===== src/rtl/bmpd_pkg.sv =====
// ----------------------------------------------------------------------------
// BMP byte stream decoder package
// Item types, result kinds and shared constants of the decoder.
// ----------------------------------------------------------------------------
package bmpd_pkg;

	localparam int MAX_DIMENSION_DEF = 4096;

	localparam int ROWCOL_W = 13;
	localparam int BPP_W    = 16;

	// header layout (byte offsets within the fixed 54-byte header)
	localparam logic [5:0] HDR_WIDTH_0  = 6'd18;
	localparam logic [5:0] HDR_WIDTH_1  = 6'd19;
	localparam logic [5:0] HDR_WIDTH_2  = 6'd20;
	localparam logic [5:0] HDR_WIDTH_3  = 6'd21;
	localparam logic [5:0] HDR_HEIGHT_0 = 6'd22;
	localparam logic [5:0] HDR_HEIGHT_1 = 6'd23;
	localparam logic [5:0] HDR_HEIGHT_2 = 6'd24;
	localparam logic [5:0] HDR_HEIGHT_3 = 6'd25;
	localparam logic [5:0] HDR_BPP_0    = 6'd28;
	localparam logic [5:0] HDR_BPP_1    = 6'd29;
	localparam logic [5:0] HDR_LAST     = 6'd53;

	localparam logic [15:0] BPP_32 = 16'd32;

	localparam logic [2:0] KIND_HEADER    = 3'd0;
	localparam logic [2:0] KIND_PIXEL     = 3'd1;
	localparam logic [2:0] KIND_TRUNCATED = 3'd2;
	localparam logic [2:0] KIND_TRAILING  = 3'd3;
	localparam logic [2:0] KIND_TOO_LARGE = 3'd4;

	typedef struct packed {
		logic [7:0] data_byte;
		logic       end_marker;
	} in_item_t;

	typedef struct packed {
		logic [2:0]          kind;
		logic [7:0]          blue;
		logic [7:0]          green;
		logic [7:0]          red;
		logic [7:0]          alpha;
		logic [ROWCOL_W-1:0] row;
		logic [ROWCOL_W-1:0] col;
		logic [BPP_W-1:0]    bits_per_pixel;
		logic                last_pixel;
	} out_item_t;

endpackage


===== src/rtl/bmpd_parser.sv =====
// ----------------------------------------------------------------------------
// BMP decoder parser
// Header capture, pixel assembly, row padding skip and error detection.
// Produces at most one result for each byte it is handed.
// ----------------------------------------------------------------------------
module bmpd_parser
	import bmpd_pkg::*;
#(
	parameter int MAX_DIMENSION = MAX_DIMENSION_DEF
) (
	input  logic      clk,
	input  logic      arst_n,
	input  logic      step,
	input  in_item_t  item,
	output logic      res_valid,
	output out_item_t res
);

	localparam int DIM_W = $clog2(MAX_DIMENSION + 1);

	typedef enum logic [2:0] {
		PH_HEADER,
		PH_PIXEL,
		PH_PAD,
		PH_DONE,
		PH_IGNORE
	} phase_t;

	phase_t           phase_q, phase_d;
	logic [5:0]       hdr_cnt_q, hdr_cnt_d;
	logic [31:0]      width_q, width_d;
	logic [31:0]      height_q, height_d;
	logic [15:0]      depth_q, depth_d;
	logic [1:0]       byte_idx_q, byte_idx_d;
	logic [7:0]       blue_q, blue_d;
	logic [7:0]       green_q, green_d;
	logic [7:0]       red_q, red_d;
	logic [DIM_W-1:0] row_q, row_d;
	logic [DIM_W-1:0] col_q, col_d;
	logic [1:0]       pad_rem_q, pad_rem_d;
	logic [1:0]       pad_amt_q, pad_amt_d;
	logic             trail_q, trail_d;

	logic [7:0]       b;
	logic             four_bytes;
	logic             pix_done;
	logic [DIM_W-1:0] row_inc;
	logic [DIM_W-1:0] col_inc;
	logic [1:0]       pad_prod;
	logic [1:0]       pad_rem_dec;
	logic             rows_done;

	assign b           = item.data_byte;
	assign four_bytes  = (depth_q == BPP_32);
	assign pix_done    = four_bytes ? (byte_idx_q == 2'd3) : (byte_idx_q == 2'd2);
	assign row_inc     = row_q + 1'b1;
	assign col_inc     = col_q + 1'b1;
	assign pad_prod    = 2'(width_q[1:0] * depth_q[4:3]);
	assign pad_rem_dec = (pad_rem_q != 2'd0) ? pad_rem_q - 2'd1 : 2'd0;
	assign rows_done   = (32'(row_q) == height_q);

	always_comb begin
		phase_d    = phase_q;
		hdr_cnt_d  = hdr_cnt_q;
		width_d    = width_q;
		height_d   = height_q;
		depth_d    = depth_q;
		byte_idx_d = byte_idx_q;
		blue_d     = blue_q;
		green_d    = green_q;
		red_d      = red_q;
		row_d      = row_q;
		col_d      = col_q;
		pad_rem_d  = pad_rem_q;
		pad_amt_d  = pad_amt_q;
		trail_d    = trail_q;
		res_valid  = 1'b0;
		res        = '0;

		if (step && item.end_marker) begin
			if (phase_q == PH_HEADER && hdr_cnt_q != 6'd0) begin
				res_valid = 1'b1;
				res.kind  = KIND_TRUNCATED;
			end else if (phase_q == PH_PIXEL || (phase_q == PH_PAD && !rows_done)) begin
				res_valid = 1'b1;
				res.kind  = KIND_TRUNCATED;
				res.row   = ROWCOL_W'(row_q);
				res.col   = ROWCOL_W'(col_q);
			end
			// every end of stream returns to the reset state
			phase_d    = PH_HEADER;
			hdr_cnt_d  = '0;
			width_d    = '0;
			height_d   = '0;
			depth_d    = '0;
			byte_idx_d = '0;
			blue_d     = '0;
			green_d    = '0;
			red_d      = '0;
			row_d      = '0;
			col_d      = '0;
			pad_rem_d  = '0;
			pad_amt_d  = '0;
			trail_d    = 1'b0;
		end else if (step) begin
			case (phase_q)
				PH_HEADER: begin
					case (hdr_cnt_q)
						HDR_WIDTH_0:  width_d[7:0]   = b;
						HDR_WIDTH_1:  width_d[15:8]  = b;
						HDR_WIDTH_2:  width_d[23:16] = b;
						HDR_WIDTH_3:  width_d[31:24] = b;
						HDR_HEIGHT_0: height_d[7:0]   = b;
						HDR_HEIGHT_1: height_d[15:8]  = b;
						HDR_HEIGHT_2: height_d[23:16] = b;
						HDR_HEIGHT_3: height_d[31:24] = b;
						HDR_BPP_0:    depth_d[7:0]  = b;
						HDR_BPP_1:    depth_d[15:8] = b;
						default: ;
					endcase
					hdr_cnt_d = hdr_cnt_q + 6'd1;
					if (hdr_cnt_q == HDR_LAST) begin
						res_valid = 1'b1;
						if (width_q > 32'(MAX_DIMENSION) || height_q > 32'(MAX_DIMENSION)) begin
							phase_d  = PH_IGNORE;
							res.kind = KIND_TOO_LARGE;
						end else begin
							pad_amt_d  = four_bytes ? 2'd0 : 2'(2'd0 - pad_prod);
							row_d      = '0;
							col_d      = '0;
							byte_idx_d = '0;
							blue_d     = '0;
							green_d    = '0;
							red_d      = '0;
							phase_d    = (width_q == 32'd0 || height_q == 32'd0) ?
								PH_DONE : PH_PIXEL;
							res.kind           = KIND_HEADER;
							res.row            = ROWCOL_W'(height_q);
							res.col            = ROWCOL_W'(width_q);
							res.bits_per_pixel = depth_q;
						end
					end
				end
				PH_PIXEL: begin
					if (!pix_done) begin
						case (byte_idx_q)
							2'd0:    blue_d  = b;
							2'd1:    green_d = b;
							default: red_d   = b;
						endcase
						byte_idx_d = byte_idx_q + 2'd1;
					end else begin
						res_valid      = 1'b1;
						res.kind       = KIND_PIXEL;
						res.blue       = blue_q;
						res.green      = green_q;
						res.red        = four_bytes ? red_q : b;
						res.alpha      = four_bytes ? b : 8'd0;
						res.row        = ROWCOL_W'(row_q);
						res.col        = ROWCOL_W'(col_q);
						res.last_pixel = (32'(row_inc) == height_q) &&
							(32'(col_inc) == width_q);
						byte_idx_d = '0;
						blue_d     = '0;
						green_d    = '0;
						red_d      = '0;
						col_d      = col_inc;
						if (32'(col_inc) == width_q) begin
							col_d = '0;
							row_d = row_inc;
							if (pad_amt_q != 2'd0) begin
								pad_rem_d = pad_amt_q;
								phase_d   = PH_PAD;
							end else if (32'(row_inc) == height_q) begin
								phase_d = PH_DONE;
							end
						end
					end
				end
				PH_PAD: begin
					pad_rem_d = pad_rem_dec;
					if (pad_rem_dec == 2'd0) begin
						phase_d = rows_done ? PH_DONE : PH_PIXEL;
					end
				end
				PH_DONE: begin
					if (!trail_q) begin
						trail_d   = 1'b1;
						res_valid = 1'b1;
						res.kind  = KIND_TRAILING;
					end
				end
				default: ;
			endcase
		end
	end

	always_ff @(posedge clk or negedge arst_n) begin
		if (!arst_n) begin
			phase_q    <= PH_HEADER;
			hdr_cnt_q  <= '0;
			width_q    <= '0;
			height_q   <= '0;
			depth_q    <= '0;
			byte_idx_q <= '0;
			blue_q     <= '0;
			green_q    <= '0;
			red_q      <= '0;
			row_q      <= '0;
			col_q      <= '0;
			pad_rem_q  <= '0;
			pad_amt_q  <= '0;
			trail_q    <= 1'b0;
		end else begin
			phase_q    <= phase_d;
			hdr_cnt_q  <= hdr_cnt_d;
			width_q    <= width_d;
			height_q   <= height_d;
			depth_q    <= depth_d;
			byte_idx_q <= byte_idx_d;
			blue_q     <= blue_d;
			green_q    <= green_d;
			red_q      <= red_d;
			row_q      <= row_d;
			col_q      <= col_d;
			pad_rem_q  <= pad_rem_d;
			pad_amt_q  <= pad_amt_d;
			trail_q    <= trail_d;
		end
	end

endmodule


===== src/rtl/bmpd_out_buf.sv =====
// ----------------------------------------------------------------------------
// BMP decoder result buffer
// Result register with a skid stage so that a waiting result does not
// block the parser for one extra transfer.
// ----------------------------------------------------------------------------
module bmpd_out_buf
	import bmpd_pkg::*;
(
	input  logic      clk,
	input  logic      arst_n,
	input  logic      push,
	input  out_item_t push_item,
	output logic      full,
	output logic      res_valid,
	input  logic      res_stall,
	output out_item_t res
);

	logic      out_valid_q;
	out_item_t out_q;
	logic      skid_valid_q;
	out_item_t skid_q;
	logic      out_free;

	// the result register can take a new value this cycle
	assign out_free  = !out_valid_q || !res_stall;
	assign full      = skid_valid_q;
	assign res_valid = out_valid_q;
	assign res       = out_q;

	always_ff @(posedge clk or negedge arst_n) begin
		if (!arst_n) begin
			out_valid_q  <= 1'b0;
			skid_valid_q <= 1'b0;
		end else begin
			if (skid_valid_q) begin
				if (!res_stall) begin
					out_valid_q  <= 1'b1;
					skid_valid_q <= 1'b0;
				end
			end else if (push) begin
				if (out_free) begin
					out_valid_q <= 1'b1;
				end else begin
					skid_valid_q <= 1'b1;
				end
			end else if (out_free) begin
				out_valid_q <= 1'b0;
			end
		end
	end

	always_ff @(posedge clk) begin
		if (skid_valid_q) begin
			if (!res_stall) begin
				out_q <= skid_q;
			end
		end else if (push) begin
			if (out_free) begin
				out_q <= push_item;
			end else begin
				skid_q <= push_item;
			end
		end
	end

endmodule


===== src/rtl/bmp_byte_stream_decoder_top.sv =====
// ----------------------------------------------------------------------------
// BMP byte stream decoder
// Parses a 24/32 bpp BMP file one byte per transfer and emits header,
// pixel and error results.
// ----------------------------------------------------------------------------
// One byte is taken per clock cycle while item_stall is low. A transfer is held
// in an input register, the combinational parser handles it from there and any
// result is registered in the result register, or in the skid stage while the
// result register is stalled. The result side has a one-entry skid stage: the
// input stalls while that entry is occupied and a byte waits in the input
// register; once the result side takes a result the skid entry moves up, and
// input transfers resume.
// Results: header done (height, width, bit depth), one pixel per 3 or 4 bytes,
// truncated stream, trailing data (once) and image too large, after which bytes
// are dropped until an end marker. Every end marker restarts header parsing.
// ----------------------------------------------------------------------------
module bmp_byte_stream_decoder_top
	import bmpd_pkg::*;
#(
	parameter int MAX_DIMENSION = MAX_DIMENSION_DEF
) (
	input  logic      clk,
	input  logic      arst_n,
	input  logic      item_valid,
	output logic      item_stall,
	input  in_item_t  item,
	output logic      res_valid,
	input  logic      res_stall,
	output out_item_t res
);

	logic      valid_s1;
	in_item_t  item_s1;
	logic      buf_full;
	logic      advance;
	logic      take;
	logic      parse_valid;
	out_item_t parse_res;

	assign advance    = valid_s1 && !buf_full;
	assign item_stall = valid_s1 && buf_full;
	assign take       = item_valid && !item_stall;

	always_ff @(posedge clk or negedge arst_n) begin
		if (!arst_n) begin
			valid_s1 <= 1'b0;
		end else if (take) begin
			valid_s1 <= 1'b1;
		end else if (advance) begin
			valid_s1 <= 1'b0;
		end
	end

	always_ff @(posedge clk) begin
		if (take) begin
			item_s1 <= item;
		end
	end

	bmpd_parser #(
		.MAX_DIMENSION(MAX_DIMENSION)
	) u_parser (
		.clk      (clk),
		.arst_n   (arst_n),
		.step     (advance),
		.item     (item_s1),
		.res_valid(parse_valid),
		.res      (parse_res)
	);

	bmpd_out_buf u_out_buf (
		.clk      (clk),
		.arst_n   (arst_n),
		.push     (parse_valid),
		.push_item(parse_res),
		.full     (buf_full),
		.res_valid(res_valid),
		.res_stall(res_stall),
		.res      (res)
	);

endmodule


===== config.mk =====
export PLATFORM = sky130hd
export DESIGN_NAME = bmp_byte_stream_decoder_top
export DESIGN_NICKNAME = d
export VERILOG_FILES = /design/src/rtl/bmpd_pkg.sv /design/src/rtl/bmpd_parser.sv /design/src/rtl/bmpd_out_buf.sv /design/src/rtl/bmp_byte_stream_decoder_top.sv
export SDC_FILE = /design/constraint.sdc
export NUM_CORES = 1
export LEC_CHECK = 0
export BUFFER_PORTS_ARGS = -buffer_cell sky130_fd_sc_hd__buf_2
export CAP_MARGIN = 20
export CORE_MARGIN = 4
export CORE_UTILIZATION = 55
export DETAILED_ROUTE_END_ITERATION = 12
export GPL_TIMING_DRIVEN = 0
export PLACE_DENSITY = 0.73
export SLEW_MARGIN = 20
export SYNTH_ARGS = -nofsm -noshare
export SYNTH_HDL_FRONTEND = slang
export SYNTH_HIERARCHICAL = 1
export SYNTH_SLANG_ARGS = --single-unit

===== constraint.sdc =====
create_clock -name clk -period 7.95 [get_ports clk]
set_input_delay 0.795 -clock clk [delete_from_list [all_inputs] [get_ports clk]]
set_output_delay 0.795 -clock clk [all_outputs]
set_load 0.05 [all_outputs]

==> results.yml <==
sta:
  finalMaxSlewViolations: 0
  worst_slack_ns: 4.06
  hold_viol: 0
  worst_pin_slew_ns: 1.15
  fin_crit_ns: 3.89
  setup_viol: 0
  rsz0062_at_grt: "false"
  fin_tns_setup_ns: 0
  fin_crit_sh_pct: 48.9
  fmaxAchievable_ghz: 0.257
  fin_skew_ns: 0.0161
  slew_headroom_pct: 21.0
pwr:
  peakVddDrop_uv: 171
  p_total_mw: 5.42
  pwr_density_cell_nw_per_um2: 316
  p_leak_nw: 7.45
final_layout:
  syn2layout_area_growth_pct: 15.1
  fin_area_sq_um: 17100
  drive_above_1_share_pct: 20.3
  fin_nets: 1353
  final_cells: 1693
  antennaDiodeCount: 0
cts:
  clock_path_buffers: 3
  cts.sinks: 314
  root_buffer: "clkbuf_16"
  worstSkewPairLatency_ns: 0.52
  cts_setup_buffers: 0
  postCtsHoldBufs: 0
  ctsResizeCount: 0
  cts_tree: "yes"
  cts_buffers: 34
  cts.clk_slew.worst_paths_ns: 0.06
  h-tree-depth: 2
floorplanning:
  pin_count: 93
  rows: 59
  start_util_pct: 56.5
  core_area_sq_um: 26400
  die-area_sq_um: 29800
  die_x_um: 173
  fp.dieH_um: 173
yosys:
  async_flop_share_pct: 47.5
  yosysWarnings: 6
  synth_edf_count: 165
  yosysTopAreaCell: "edfxtp_1"
  synth_top_area_share_pct: 33.3
  ys.flop_type: "edfxtp_1"
  synth.distinct_cells: 74
  syn_avg_cell_area_sq_um: 12.4
  synthCells: 1199
  synth_area_sq_um: 14900
  synth_fp_nets: 1220
  synthTopCellsByArea: "edfxtp_1 33%, dfrtp_1 25%, mux2_4 6.8%"
  seq_area_frac_synth_pct: 58.3
  ys_ff_latch: 314
place:
  portBuffers: 92
  place_inst: 1631
  gp_congestion: 0.934
  place_area_sq_um: 15900
  pre_cts_slack_ns: 4.13
  dp.final_hpwl_um: 24900
drt:
  postRouteWirelength_um: 36000
  drt_drc_violations_left: 0
  vias_per_cell: 6.01
  num_vias: 10200
  first_pass_iters: 6
  drt_iter0_drc: 1035
  ant_nets: 0
  wl_per_cell_um: 21.3
worst_setup_path:
  cp-startpoint: "u_parser/row_q[1]$_DFFE_PN0P_"
  criticalPathCategory: "reg2reg"
  start_kind: "flop"
  worstPathMaxFanout: 10
  required_ns: 8.34
  cp-end-kind: "flop"
  r2r-start: "u_parser/row_q[1]$_DFFE_PN0P_"
  arrival_ns: 4.27
global_routing:
  antenna_found_initial: 0
  grt_pass1_wl_um: 57000
  grt-ovfl-total: 0
  grt_max_degree: 96
  track_usage_pct: 23.8
  grt_pass1_vias: 9909
run_status:
  status: "finished, final reports clean"
job:
  max-cap-violations: 0
worst_hold_path:
  min_path_type: "in2async"
## state kept, by name, indices dropped and copies added (netlist names), 2 cells and up
signal	count
item_s1	9
u_out_buf/res	78
u_out_buf/skid_q	78
u_parser/blue_q	8
u_parser/byte_idx_q	2
u_parser/col_q	13
u_parser/depth_q	16
u_parser/green_q	8
u_parser/hdr_cnt_q	6
u_parser/height_q	32
u_parser/pad_amt_q	2
u_parser/pad_rem_q	2
u_parser/phase_q	3
u_parser/red_q	8
u_parser/row_q	13
u_parser/width_q	32
## power by group
part | internal (mW) | switching, mW
clock network | 1.04 | 0.656
logic | 0.418 | 1.18
registers | 2.02 | 0.102
## cells in the mapped netlist, types with 28 or more instances
cell,number
nor2_1,114
a22o_1,28
nand2_1,59
o21ai_1,30
dfrtp_1,149
nand3_1,35
edfxtp_1,165
clkbuf_1,59
a21oi_1,31
and2_1,42
mux2_4,67
mux2i_1,84
## final timing paths
path	to	slack (ns)	depth (start not counted)
worst max-delay path	u_out_buf/res[0]$_DFFE_PP_	4.06	10
worst min-delay path	u_parser/blue_q[0]$_DFFE_PN0P_	0.19	1
worst max register to register	u_out_buf/res[0]$_DFFE_PP_	4.06	10
worst min register to register	u_parser/blue_q[4]$_DFFE_PN0P_	0.48	1
max in group asynchronous	u_parser/row_q[8]$_DFFE_PN0P_	6.93	2
min in group clk	item_s1[7]$_DFFE_PP_	0.46	1
## critical path, cell delays in order, from the launching register on
cell and delay, ns:
dfrtp_1 0.48, ha_1 0.19, clkbuf_1 0.24, nand3_1 0.39, or4_1 0.62, a32oi_1 0.24
a21boi_0 0.13, a2111oi_0 0.92, inv_1 0.10, nor2_1 0.23, mux2_2 0.21
## layer usage
| layer | vias up | part of all wire (%) | global-route usage (%) |
|---|---|---|---|
| li1 | 4678 | - | - |
| met1 | 5045 | 44 | 34.4 |
| met2 | 383 | 46 | 37.2 |
| met3 | 67 | 7.0 | 4.41 |
| met4 | 0 | 2.8 | 7.49 |
| met5 | - | 0 | 0 |
## logic make-up (layout without fill, tap and decap cells)
family                     Yosys count  after routing  share of synthesized area (%)
buffers and inverters              109            268                           3.44
AOI/OAI and AO/OA                  193            193                           9.06
and+or+nand+nor                    371            371                           12.7
adders and majority gates            8              8                          0.672
xor gates and xnor gates            38             38                           2.33
muxes                              166            166                           13.5
DFF                                314            314                           58.3
## cells in the final DEF, fill, tap and decap left out, drive strengths merged, types with 3 or more instances in the layout
| cell type | count |
|---|---|
| nor2b | 6 |
| nand3 | 35 |
| bufinv | 7 |
| mux2 | 82 |
| mux2i | 84 |
| nor3 | 18 |
| edfxtp | 165 |
| o41ai | 3 |
| a21o | 4 |
| nand2b | 6 |
| and3 | 10 |
| a21oi | 31 |
| nor3b | 3 |
| and4 | 4 |
| nor2 | 115 |
| a31oi | 5 |
| xnor2 | 22 |
| ha | 8 |
| a211oi | 4 |
| buf | 125 |
| o21ai | 57 |
| o22ai | 4 |
| nand4 | 25 |
| o21a | 4 |
| or3 | 13 |
| a32o | 16 |
| dfrtp | 149 |
| clkinvlp | 4 |
| o31ai | 16 |
| a22o | 28 |
| nand2 | 59 |
| nor4 | 22 |
| clkinv | 10 |
| and2 | 43 |
| xor2 | 15 |
| clkbuf | 98 |
| inv | 24 |
## area by class of cell
cell class	count	area, sq um
Timing Repair Buffer	97	601
Buffer	87	429
Sequential cell	314	8680
Tap cell	335	419
Multi-Input combinational cell	776	5720
Fill cell	1965	9210
Inverter	22	82.6
Clock buffer	39	890
Clock inverter	23	324
## per-stage QoR
| step | util, % | hold slack [ns] |
|---|---|---|
| floorplan | - | 0.449 |
| global placement | 59.9 | 0.465 |
| detailed placement | 60.5 | 0.470 |
| CTS | 65.1 | 0.203 |
| global route | 65.1 | 0.213 |
| finish | 65.1 | 0.189 |
Note: power is estimated with default switching activity, not from simulation.
